**src/mlqs_pkg.sv**
```systemverilog
package mlqs_pkg;

   localparam int LEVELS = 4;
   localparam int TW = 16;
   localparam logic [TW-1:0] TMAX = 16'hFFFF;

   localparam logic [1:0] POL_RR = 2'd0;
   localparam logic [1:0] POL_SJF = 2'd1;
   localparam logic [1:0] POL_STCF = 2'd2;

   localparam logic ACT_LOAD = 1'b0;
   localparam logic ACT_TICK = 1'b1;

   localparam logic [2:0] CSR_POLICY0 = 3'd0;
   localparam logic [2:0] CSR_QUANTUM0 = 3'd4;

   typedef struct packed {
      logic        action;
      logic [3:0]  slot;
      logic [15:0] burst;
      logic [15:0] arrival;
      logic [1:0]  level;
   } req_type;

   typedef struct packed {
      logic [15:0] time_unit;
      logic        busy_res;
      logic [3:0]  run_slot;
      logic        finished;
      logic [15:0] completion;
      logic [15:0] turnaround;
      logic [15:0] waiting;
      logic [15:0] response;
   } rsp_type;

   // Commands from the controller to the datapath.
   typedef struct packed {
      logic do_load;     // write the request's slot
      logic tick_begin;  // check the active slice, drop it if its process is empty
      logic scan_clear;  // restart the scan on a new level
      logic scan_step;   // examine one slot
      logic commit;      // install the chosen slice
      logic run;         // run the current slot and build the beat
      logic idle;        // idle tick, build the beat
   } cmd_type;

   typedef struct packed {
      logic slice_active;
      logic found;
   } sts_type;

endpackage

```
**src/mlqs_ctrl.sv**
```systemverilog
module mlqs_ctrl #(
   parameter int SLOTS = 16
) (
   input  logic               clock,
   input  logic               reset,
   input  logic               req_valid,
   output logic               req_stall,
   input  logic               req_action,
   output logic               rsp_valid,
   input  logic               rsp_stall,
   input  mlqs_pkg::sts_type  sts,
   output mlqs_pkg::cmd_type  cmd,
   output logic [1:0]         scan_level
);
   localparam int CW = $clog2(SLOTS + 1);
   localparam logic [2:0] ST_IDLE = 3'd0;
   localparam logic [2:0] ST_CHECK = 3'd1;
   localparam logic [2:0] ST_SCAN = 3'd2;
   localparam logic [2:0] ST_DECIDE = 3'd3;
   localparam logic [2:0] ST_RUN = 3'd4;
   localparam logic [2:0] ST_OUT = 3'd5;

   logic [2:0] state_ff, state_in;
   logic [CW-1:0] cnt_ff, cnt_in;
   logic [1:0] lvl_ff, lvl_in;
   logic out_ff, out_in;
   logic accept;

   assign req_stall = (state_ff != ST_IDLE) || (out_ff && rsp_stall);
   assign rsp_valid = out_ff;
   assign accept = req_valid && !req_stall;
   assign scan_level = lvl_ff;

   always_comb begin
      state_in = state_ff;
      cnt_in = cnt_ff;
      lvl_in = lvl_ff;
      out_in = out_ff && rsp_stall;
      cmd = '0;
      case (state_ff)
         ST_IDLE: begin
            if (accept) begin
               if (req_action == mlqs_pkg::ACT_LOAD) begin
                  cmd.do_load = 1'b1;
                  out_in = 1'b1;
               end else begin
                  cmd.tick_begin = 1'b1;
                  state_in = ST_CHECK;
               end
            end
         end
         ST_CHECK: begin
            if (sts.slice_active) begin
               state_in = ST_RUN;
            end else begin
               cmd.scan_clear = 1'b1;
               lvl_in = 2'd0;
               cnt_in = '0;
               state_in = ST_SCAN;
            end
         end
         ST_SCAN: begin
            cmd.scan_step = 1'b1;
            cnt_in = cnt_ff + 1'b1;
            if (cnt_ff == CW'(SLOTS - 1)) state_in = ST_DECIDE;
         end
         ST_DECIDE: begin
            if (sts.found) begin
               cmd.commit = 1'b1;
               state_in = ST_RUN;
            end else if (lvl_ff == 2'(mlqs_pkg::LEVELS - 1)) begin
               cmd.idle = 1'b1;
               state_in = ST_OUT;
            end else begin
               cmd.scan_clear = 1'b1;
               lvl_in = lvl_ff + 2'd1;
               cnt_in = '0;
               state_in = ST_SCAN;
            end
         end
         ST_RUN: begin
            cmd.run = 1'b1;
            state_in = ST_OUT;
         end
         ST_OUT: begin
            if (!out_ff || !rsp_stall) begin
               out_in = 1'b1;
               state_in = ST_IDLE;
            end
         end
         default: state_in = ST_IDLE;
      endcase
   end

   always_ff @(posedge clock) begin
      if (reset) begin
         state_ff <= ST_IDLE;
         cnt_ff <= '0;
         lvl_ff <= '0;
         out_ff <= 1'b0;
      end else begin
         state_ff <= state_in;
         cnt_ff <= cnt_in;
         lvl_ff <= lvl_in;
         out_ff <= out_in;
      end
   end
endmodule

```
**src/mlqs_dp.sv**
```systemverilog
module mlqs_dp #(
   parameter int SLOTS = 16
) (
   input  logic                clock,
   input  logic                reset,
   input  mlqs_pkg::req_type   req_data,
   input  logic                load_beat,
   input  logic                rsp_stall,
   input  logic                rsp_valid,
   output mlqs_pkg::rsp_type   rsp_data,
   input  logic                csr_write,
   input  logic [2:0]          csr_index,
   input  logic [7:0]          csr_wdata,
   input  mlqs_pkg::cmd_type   cmd,
   input  logic [1:0]          scan_level,
   output mlqs_pkg::sts_type   sts
);
   localparam int SW = $clog2(SLOTS);
   localparam int L = mlqs_pkg::LEVELS;

   logic [15:0] burst_ff [SLOTS];
   logic [15:0] arr_ff [SLOTS];
   logic [1:0]  lvl_ff [SLOTS];
   logic [15:0] rem_ff [SLOTS];
   logic [SLOTS-1:0] started_ff;
   logic [15:0] first_ff [SLOTS];
   logic [1:0]  pol_ff [L];
   logic [7:0]  quant_ff [L];
   logic [SW-1:0] rot_ff [L];
   logic [15:0] now_ff;
   logic [SW-1:0] cur_ff;
   logic [15:0] slice_ff;
   logic [SW-1:0] idx_ff, best_ff;
   logic [15:0] bkey_ff;
   logic found_ff;
   mlqs_pkg::rsp_type beat_ff, beat_in;

   logic [1:0] pol;
   logic [SW-1:0] slot_i;
   logic [SW:0] rr_sum;
   logic rdy, keyless, ismin;
   logic [15:0] key, q, rem_new, now_new, tat, wt;
   logic in_range;

   assign pol = pol_ff[scan_level];
   // Round robin starts at the level's pointer and wraps at the slot count.
   assign rr_sum = {1'b0, idx_ff} + {1'b0, rot_ff[scan_level]};
   assign slot_i = ismin ? idx_ff :
                   (rr_sum >= (SW+1)'(SLOTS)) ? SW'(rr_sum - (SW+1)'(SLOTS)) : SW'(rr_sum);
   assign rdy = rem_ff[slot_i] != 16'd0 && arr_ff[slot_i] <= now_ff &&
                lvl_ff[slot_i] == scan_level;
   assign key = pol == mlqs_pkg::POL_SJF ? burst_ff[slot_i] : rem_ff[slot_i];
   assign keyless = key < bkey_ff;
   assign ismin = pol == mlqs_pkg::POL_SJF || pol == mlqs_pkg::POL_STCF;
   assign q = quant_ff[scan_level] == 8'd0 ? 16'd1 : {8'd0, quant_ff[scan_level]};
   assign rem_new = rem_ff[cur_ff] - 16'd1;
   assign now_new = now_ff == mlqs_pkg::TMAX ? now_ff : now_ff + 16'd1;
   assign tat = now_new >= arr_ff[cur_ff] ? now_new - arr_ff[cur_ff] : 16'd0;
   assign wt = tat >= burst_ff[cur_ff] ? tat - burst_ff[cur_ff] : 16'd0;
   assign in_range = {3'b000, req_data.slot} < 7'(SLOTS);

   assign sts.slice_active = slice_ff != 16'd0;
   assign sts.found = found_ff;

   always_comb begin
      beat_in = beat_ff;
      if (load_beat) beat_in = '0;
      if (cmd.idle) begin
         beat_in = '0;
         beat_in.time_unit = now_ff;
      end
      if (cmd.run) begin
         beat_in = '0;
         beat_in.time_unit = now_ff;
         beat_in.busy_res = 1'b1;
         beat_in.run_slot = 4'(cur_ff);
         if (rem_new == 16'd0) begin
            beat_in.finished = 1'b1;
            beat_in.completion = now_new;
            beat_in.turnaround = tat;
            beat_in.waiting = wt;
            beat_in.response = first_ff[cur_ff];
         end
      end
   end

   always_ff @(posedge clock) begin
      if (!(rsp_valid && rsp_stall) || cmd.idle || cmd.run) beat_ff <= beat_in;
      if (reset) begin
         for (int i = 0; i < SLOTS; i++) begin
            burst_ff[i] <= '0;
            arr_ff[i] <= '0;
            lvl_ff[i] <= '0;
            rem_ff[i] <= '0;
            first_ff[i] <= '0;
         end
         started_ff <= '0;
         for (int l = 0; l < L; l++) rot_ff[l] <= '0;
         pol_ff[0] <= mlqs_pkg::POL_RR;
         pol_ff[1] <= mlqs_pkg::POL_RR;
         pol_ff[2] <= mlqs_pkg::POL_RR;
         pol_ff[3] <= mlqs_pkg::POL_SJF;
         quant_ff[0] <= 8'd1;
         quant_ff[1] <= 8'd3;
         quant_ff[2] <= 8'd4;
         quant_ff[3] <= 8'd20;
         now_ff <= '0;
         cur_ff <= '0;
         slice_ff <= '0;
         idx_ff <= '0;
         best_ff <= '0;
         bkey_ff <= '0;
         found_ff <= 1'b0;
      end else begin
         if (csr_write) begin
            if (csr_index < mlqs_pkg::CSR_QUANTUM0)
               pol_ff[2'(csr_index - mlqs_pkg::CSR_POLICY0)] <= csr_wdata[1:0];
            else
               quant_ff[2'(csr_index - mlqs_pkg::CSR_QUANTUM0)] <= csr_wdata;
         end
         if (cmd.do_load && in_range) begin
            burst_ff[SW'(req_data.slot)] <= req_data.burst;
            arr_ff[SW'(req_data.slot)] <= req_data.arrival;
            lvl_ff[SW'(req_data.slot)] <= req_data.level;
            rem_ff[SW'(req_data.slot)] <= req_data.burst;
            started_ff[SW'(req_data.slot)] <= 1'b0;
            first_ff[SW'(req_data.slot)] <= '0;
            if (SW'(req_data.slot) == cur_ff) slice_ff <= '0;
         end
         // A slice whose process was emptied by a reload is dropped.
         if (cmd.tick_begin && rem_ff[cur_ff] == 16'd0) slice_ff <= '0;
         if (cmd.scan_clear) begin
            idx_ff <= '0;
            found_ff <= 1'b0;
         end
         if (cmd.scan_step) begin
            idx_ff <= idx_ff + 1'b1;
            if (rdy && (!found_ff || (ismin && keyless))) begin
               found_ff <= 1'b1;
               best_ff <= slot_i;
               bkey_ff <= key;
            end else if (rdy && !ismin) begin
               found_ff <= 1'b1;
            end
         end
         if (cmd.commit) begin
            cur_ff <= best_ff;
            if (!started_ff[best_ff]) begin
               started_ff[best_ff] <= 1'b1;
               first_ff[best_ff] <= now_ff;
            end
            if (pol == mlqs_pkg::POL_SJF) slice_ff <= rem_ff[best_ff];
            else if (pol == mlqs_pkg::POL_STCF) slice_ff <= 16'd1;
            else begin
               slice_ff <= q < rem_ff[best_ff] ? q : rem_ff[best_ff];
               rot_ff[scan_level] <= (best_ff == SW'(SLOTS - 1)) ? '0 : best_ff + 1'b1;
            end
         end
         if (cmd.run) begin
            rem_ff[cur_ff] <= rem_new;
            slice_ff <= rem_new == 16'd0 ? 16'd0 : slice_ff - 16'd1;
            now_ff <= now_new;
         end
         if (cmd.idle) now_ff <= now_new;
      end
   end

   assign rsp_data = beat_ff;
endmodule

```
**src/multilevel_queue_cpu_scheduler.sv**
```systemverilog
// Four-level fixed-priority process scheduler. A load beat fills one process
// slot and answers with an all-zero beat. A tick beat either continues an
// active slice or picks a new one; picking scans every slot once per level
// examined, one slot per cycle, from the top level down until a ready
// process is found. The user must write policies and quanta only while the
// block is idle; the block itself does not enforce this.
module multilevel_queue_cpu_scheduler #(
   parameter int SLOTS = 16
) (
   input  logic               clock,
   input  logic               reset,
   input  logic               req_valid,
   output logic               req_stall,
   input  mlqs_pkg::req_type  req_data,
   output logic               rsp_valid,
   input  logic               rsp_stall,
   output mlqs_pkg::rsp_type  rsp_data,
   input  logic               csr_write,
   input  logic [2:0]         csr_index,
   input  logic [7:0]         csr_wdata
);
   mlqs_pkg::cmd_type cmd;
   mlqs_pkg::sts_type sts;
   logic [1:0] scan_level;

   mlqs_ctrl #(.SLOTS(SLOTS)) u_ctrl (
      .clock(clock), .reset(reset), .req_valid(req_valid), .req_stall(req_stall),
      .req_action(req_data.action), .rsp_valid(rsp_valid), .rsp_stall(rsp_stall),
      .sts(sts), .cmd(cmd), .scan_level(scan_level)
   );

   mlqs_dp #(.SLOTS(SLOTS)) u_dp (
      .clock(clock), .reset(reset), .req_data(req_data), .load_beat(cmd.do_load),
      .rsp_stall(rsp_stall), .rsp_valid(rsp_valid), .rsp_data(rsp_data),
      .csr_write(csr_write), .csr_index(csr_index), .csr_wdata(csr_wdata),
      .cmd(cmd), .scan_level(scan_level), .sts(sts)
   );
endmodule

```
**config.mk**
```make
export PLATFORM = sky130hd
export DESIGN_NAME = multilevel_queue_cpu_scheduler
export DESIGN_NICKNAME = d
export VERILOG_FILES = /design/src/mlqs_pkg.sv /design/src/mlqs_ctrl.sv /design/src/mlqs_dp.sv /design/src/multilevel_queue_cpu_scheduler.sv
export SDC_FILE = /design/constraint.sdc
export NUM_CORES = 2
export LEC_CHECK = 0
export BUFFER_PORTS_ARGS = -buffer_cell sky130_fd_sc_hd__buf_2
export CELL_PAD_IN_SITES_DETAIL_PLACEMENT = 1
export CELL_PAD_IN_SITES_GLOBAL_PLACEMENT = 1
export CORE_MARGIN = 10
export CORE_UTILIZATION = 30
export DETAILED_ROUTE_END_ITERATION = 16
export PLACE_DENSITY_LB_ADDON = 0.1
export SYNTH_ARGS = -nofsm -noshare
export SYNTH_HDL_FRONTEND = slang
export SYNTH_SLANG_ARGS = --single-unit
```
**constraint.sdc**
```tcl
create_clock -name clock -period 9.8 [get_ports clock]
set_input_delay 0.49 -clock clock [delete_from_list [all_inputs] [get_ports clock]]
set_output_delay 0.49 -clock clock [all_outputs]
set_load 0.05 [all_outputs]
```
Word-level counts from Yosys, hierarchy flattened
Memory sizes are Yosys's and may differ from the RTL's. A register that Yosys moved wholly into a read port is not among the register bits.
Cells that the tools add are included.
- muxes and demuxes: 145
- equal/unequal tests: 20
- bitwise gates (word level): 3
- magnitude comparators: 11
- add/sub/neg operators: 12
- reductions and logical operators: 52
- operator list (cell ; number):
    two-way mux 16 bit ; 25
    two-way mux 86 bit ; 3
    OR reduction 16 bit ; 6
    two-way mux 4 bit ; 23
    two-way mux 65 bit ; 1
    two-way mux 1 bit ; 57
    greater-or-equal comparator 16 bit ; 2
    zero test 16 bit ; 2
    less-than comparator 16 bit ; 2
    two-way mux 2 bit ; 16
    nonzero test 16 bit ; 2
    subtractor 16 x 1 -> 16 bit, second input constant ; 2
    subtractor 16 bit ; 2
    two-way mux 3 bit ; 7
    case mux 3 bit (6 select lines) ; 1
    adder 16 x 1 -> 16 bit, second input constant ; 1
    bitwise AND 16 bit ; 1
    == test 16 bit, second input constant ; 1
    less-or-equal comparator 16 bit ; 1
    two-way mux 8 bit ; 2
    NOT 16 bit ; 1
    OR 16 bit ; 1
    two-way mux 5 bit ; 3
    case mux 5 bit (3 select lines) ; 1
    38 further kinds ; 80
- word-level logic and storage cells: 271
- bits in writable memories: 1112
- register bits: 174
- memories: 8
- bits of input ports: 55
- output and inout port bits: 88
- memories (name ; depth ; width ; read ports ; clocked after Yosys merged registers in ; write ports ; RTL line ; text):
    u_dp.arr_ff ; 16 ; 16 ; 2 ; 1 ; 16 ; mlqs_dp.sv:22 ; logic [15:0] arr_ff [SLOTS];
    u_dp.burst_ff ; 16 ; 16 ; 2 ; 1 ; 16 ; mlqs_dp.sv:21 ; logic [15:0] burst_ff [SLOTS];
    u_dp.first_ff ; 16 ; 16 ; 1 ; 1 ; 16 ; mlqs_dp.sv:26 ; logic [15:0] first_ff [SLOTS];
    u_dp.rem_ff ; 16 ; 16 ; 3 ; 2 ; 16 ; mlqs_dp.sv:24 ; logic [15:0] rem_ff [SLOTS];
    u_dp.lvl_ff ; 16 ; 2 ; 1 ; 0 ; 16 ; mlqs_dp.sv:23 ; logic [1:0] lvl_ff [SLOTS];
    u_dp.quant_ff ; 4 ; 8 ; 1 ; 1 ; 4 ; mlqs_dp.sv:28 ; logic [7:0] quant_ff [L];
    2 more memories ; n/a ; n/a ; n/a ; n/a ; n/a ; n/a ;

Depth between registers and ports, before layout
An unclocked memory read counts as a cell.
- word-level depth: 13
- depth in mapped cells: 37
- gate-level depth less buffers: 35

Cells and area by module
A second synthesis with hierarchy kept.
- cell total of the unflattened synthesis: 5670
- area total of the unflattened synthesis: 70503.9 um^2
- by module, submodules not included (module ; sequential area each (um^2) ; cells each ; area each (um^2) ; instances):
    mlqs_dp ; 37676.1 ; 5590 ; 69820.7 ; 1
    mlqs_ctrl ; 220.2 ; 80 ; 683.2 ; 1

Worst setup path after synthesis
Ideal clock, no wire load.
- path type: register to register
- from: reg (tool-made name)
- to: reg u_dp.beat_ff, in the netlist u_dp.rsp_data[20], data pin
- buffers on the path: 9
- data required time: 9.542 ns
- arrival time: 8.422 ns
- cell stages (with the launch flop): 37
- setup time: 0.258 ns
- setup slack: 1.120 ns
- period minus slack after synthesis: 8.680 ns
- cells stage by stage: dfxtp_1 -> buf_6 -> buf_12 -> buf_6 -> buf_2 -> clkbuf_1 -> clkbuf_1 -> buf_1 -> mux4_2 -> mux4_2 -> inv_1 -> ha_1 -> nor2b_1 -> o21ai_0 -> a21oi_1 -> o21ai_0 -> a21oi_1 -> a41o_1 -> o211ai_1 -> a21oi_1 -> or3_1 -> a21oi_1 -> clkbuf_1 -> nor2_1 -> fa_1 -> a21o_1 -> a21oi_1 -> o21bai_1 -> a21oi_1 -> o21bai_1 -> and3_1 -> o41a_1 -> o21ai_0 -> a21oi_1 -> nand2_4 -> buf_12 -> nor2_4
- RTL lines (item ; RTL line ; text):
    end signal: assignment ; mlqs_dp.sv:88 ; if (!(rsp_valid && rsp_stall) || cmd.idle || cmd.run) beat_ff <= beat_in;
    end: declaration ; mlqs_dp.sv:36 ; mlqs_pkg::rsp_type beat_ff, beat_in;

Worst setup path after layout
- from: reg u_dp.now_ff[4]
- to: reg u_dp.beat_ff, in the netlist u_dp.rsp_data[19], data pin
- cells in the longest elaborated chain, start to end: 8
- elaborated cells on any way between the ends: 11
- those cells by class: 3 x add/sub; 2 x order compare; 1 x eq/ne; 5 x mux
- RTL lines (item ; RTL line ; text):
    start: declaration ; mlqs_dp.sv:30 ; logic [15:0] now_ff;
    start signal: assignment ; mlqs_dp.sv:162 ; now_ff <= now_new;
    start signal: assignment ; mlqs_dp.sv:164 ; if (cmd.idle) now_ff <= now_new;
    adder 16 x 1 -> 16 bit / == test 16 bit (equally long branches) ; mlqs_dp.sv:57 ; assign now_new = now_ff == mlqs_pkg::TMAX ? now_ff : now_ff + 16'd1;
    two-way mux 16 bit * ; mlqs_dp.sv:57 ;
    greater-or-equal comparator 16 bit / subtractor 16 bit (equally long branches) ; mlqs_dp.sv:58 ; assign tat = now_new >= arr_ff[cur_ff] ? now_new - arr_ff[cur_ff] : 16'd0;
    two-way mux 16 bit * ; mlqs_dp.sv:58 ;
    subtractor 16 bit / greater-or-equal comparator 16 bit (equally long branches) ; mlqs_dp.sv:59 ; assign wt = tat >= burst_ff[cur_ff] ? tat - burst_ff[cur_ff] : 16'd0;
    two-way mux 16 bit * ; mlqs_dp.sv:59 ;
    two-way mux 65 bit * ; mlqs_dp.sv:77 ; if (rem_new == 16'd0) begin
    two-way mux 86 bit * ; mlqs_dp.sv:72 ; if (cmd.run) begin
Mark *: on every way between the ends. The rest lies on a longest branch, timed or not.
A chain may end at the register's enable or synchronous reset.

==> qor.csv <==
stage,metric,value,unit
outcome,status,finished clean,
routing,drt_iter0_drc,4304,
global_route,grt_pass1_vias,49379,
sta,drv_slew,0,
sta,worst-slew-pin-transition,1.271,ns
power_and_ir_drop,powerDensity,215.8,mW/mm^2
setup_path,path_class,register to register,
setup_path,r2r_start,u_dp.now_ff[4],
synth,synth_area_leader_cell,edfxtp_1,
setup_path,max_stage_delay,0.43,ns
placement,routabilityCongestion,0.8086,
setup_path,regToRegSetupSlack,1.40,ns
final_layout,n_fill_cell,23911,
synth,syn-instance-count,5390,
setup_path,cp.arrival,8.97,ns
worst_hold_path,hold-path-endpoint,u_dp.quant_ff[1][0],
worst_hold_path,hold_path.class,input port to register,
routing,drt-total-wl,274.5,mm
floorplanning,fp.dieW,499.0,um
setup_path,cp_max_fo,32,
floorplanning,dieArea,0.2490,mm^2
routing,vias,46773,
synth,async_reset_ff_share,0,%
clock_tree,numCtsBuffers,160,
final_layout,finalNonFillerCells,8582,
placement,hpwlAfterDp,167.7,mm
final_layout,area_growth,14.16,%
placement,pre_cts_ws,1.469,ns
global_route,antenna_found_initial,47,
final_layout,drive_gt1_share,20.53,%
sta,finalSetupViolations,0,
power_and_ir_drop,power_leakage,26.91,nW
synth,ys_types,83,
global_route,grt_max_degree,109,
clock_tree,ctsHoldBuffers,9,
routing,dr.pass1.iters,6,
routing,via_per_inst,5.450,
clock_tree,post_cts_resized,0,
clock_tree,cts_sinks,1296,
final_layout,mostFrequentLayoutCell,edfxtp_1,
synth,synth-edff-count,1198,
worst_hold_path,hp-start,csr_wdata[0],
placement,io_buffer_count,142,
clock_tree,cts_tree,done,
clock_tree,clockRootBuffer,clkbuf_16,
sta,max_freq,0.1191,GHz
synth,yosys_warnings,0,
placement,dp.cells,8268,
final_layout,design_area,0.07858,mm^2
final_layout,final_cell_mix,"edfxtp_1, nor2_1, nand2_1",
synth,syn_area,0.06883,mm^2
power_and_ir_drop,ir_worst_vdd,0.1862,mV
clock_tree,post_cts_buffers,0,
placement,dpl_cell_area,0.07321,mm^2
setup_path,startpoint_type,register,
synth,seq_area_frac_synth,55.11,%
global_route,overflow,0,
setup_path,ff2ff_path_depth,36,
synth,yosys_most_used_dff,edfxtp_1,
clock_tree,clk_path_buf_depth,3,
floorplanning,start_util,30.20,%
final_layout,nets,5576,
routing,drc,0,
floorplanning,pin_count,143,
floorplanning,core_area,0.2279,mm^2
sta,post-route-period-util,85.70,%
setup_path,worst_path_max_delay_cell,fa_1,
worst_hold_path,hold_path_depth,3,
synth,synth_area_per_cell,12.77,um^2
clock_tree,path_clk_slew,0.06,ns
synth,synth_top_area_share,52.26,%
clock_tree,htree_levels,4,
routing,detail_route.wl_per_cell,31.99,um
floorplanning,rows,175,
sta,rsz0062_at_grt,no,
clock_tree,insertion_delay,0.84,ns
floorplanning,die_y,499.0,um
global_route,grt_pass1_wl,388.5,mm
routing,drt.antenna.violating_nets,0,
setup_path,r2r_end,u_dp.rsp_data[19],
synth,ys_ff_latch,1296,
sta,tns,0,ns
setup_path,critPathRequiredTime,10.37,ns
sta,final_hold_viol_count,0,
sta,slew_headroom,15.30,%
setup_path,crit_top_cell,a21oi_1,
sta,fin_worst_skew,0.04894,ns
setup_path,cp-end-kind,register,
sta,setup_slack,1.401,ns
run,maxCapViolations,0,
sta,period_needed,8.399,ns
global_route,grtUsageTotal,21.55,%
synth,synthTopCellsByArea,"edfxtp_1, mux4_2, and2_1",
synth,synth_fp_nets,5536,
==> cells in the mapped netlist (40+ instances only) <==
cell type and n:
a21oi_1 87, a311oi_1 40, and2_1 546, and3_1 98
buf_1 53, clkbuf_1 319, dfxtp_1 98, edfxtp_1 1198
ha_1 88, inv_1 123, mux2i_1 155, mux4_2 498
nand2_1 598, nand3_1 144, nor2_1 687, nor3_1 52
o21ai_0 77, xnor2_1 47
==> state kept, by name, indices dropped and copies added, names as in the netlist, named ones only <==
register,count
u_dp.rot_ff,16
u_dp.started_ff,16
u_dp.quant_ff,32
u_dp.arr_ff,256
u_dp.found_ff,1
u_dp.idx_ff,4
u_dp.slice_ff,16
u_ctrl.state_ff,3
u_dp.rem_ff,256
u_ctrl.scan_level,2
u_dp.lvl_ff,32
u_dp.best_ff,4
u_dp.now_ff,16
u_dp.bkey_ff,16
u_dp.rsp_data,86
u_dp.first_ff,256
u_ctrl.rsp_valid,1
u_dp.pol_ff,8
u_dp.burst_ff,256
u_dp.cur_ff,4
u_ctrl.cnt_ff,5
==> metal layers <==
layer  wire (um)  global-route usage [%]
met1      120100                   28.94
met5         149                       0
met3       14330                   3.207
met2      131400                   36.05
met4        8574                   6.436
==> critical path: cells and delay by family, from the launching register on <==
family	cells	cell delay [ns]
compound gates	17	3.68
fa+ha+maj	3	0.89
buf+inv	3	0.56
flops	1	0.42
simple gates	13	2.53
==> cells by family after synthesis <==
logic type,Yosys count,synth area share [%]
DFF,1296,55.11
AOI/OAI and AO/OA,409,4.103
and+or+nand+nor,2303,16.10
muxes,672,18.86
xor gates and xnor gates,71,0.9034
adders and majority gates,91,1.687
buffers and inverters,548,3.228
==> worst max-delay path by stage <==
stage              startpoint           endpoint  slack, ns  cells past startpoint
2_1_floorplan        register  u_dp.rsp_data[20]       1.12                     36
3_3_place_gp   u_dp.now_ff[4]  u_dp.rsp_data[19]       1.58                     37
3_5_place_dp   u_dp.now_ff[4]  u_dp.rsp_data[19]       1.47                     36
4_1_cts        u_dp.now_ff[4]  u_dp.rsp_data[19]       1.40                     36
5_1_grt        u_dp.now_ff[4]  u_dp.rsp_data[19]       0.52                     37
6_report       u_dp.now_ff[4]  u_dp.rsp_data[19]       1.40                     36
==> power by group <==
part | switching [mW] | internal, mW
Combinational | 2.82 | 1.40
Clock | 2.59 | 3.44
Sequential | 0.247 | 6.46
Total | 5.66 | 11.3
==> cell type report <==
type	count	area (um^2)	share of cell area (%)
timing repair buffer	301	2017	2.567
sequential	1296	37960	48.30
clock inverter	89	1046	1.331
clock buffer	201	4199	5.343
antenna	15	37.54	0.04777
inverter	125	471.7	0.6003
tap	3009	3765	4.791
multi-input combinational	3546	29090	37.02
==> per-stage QoR <==
step	hold slack [ns]	power, mW	util (%)
3_3_place_gp	0.4543	11.05	32.12
4_1_cts	0.003862	17.13	34.46
6_report	0.06820	16.96	34.48
3_5_place_dp	0.4589	11.07	32.12
2_1_floorplan	0.4419	9.486	-
5_1_grt	0.05779	17.65	34.47
Note: power is estimated with default switching activity, not from simulation.
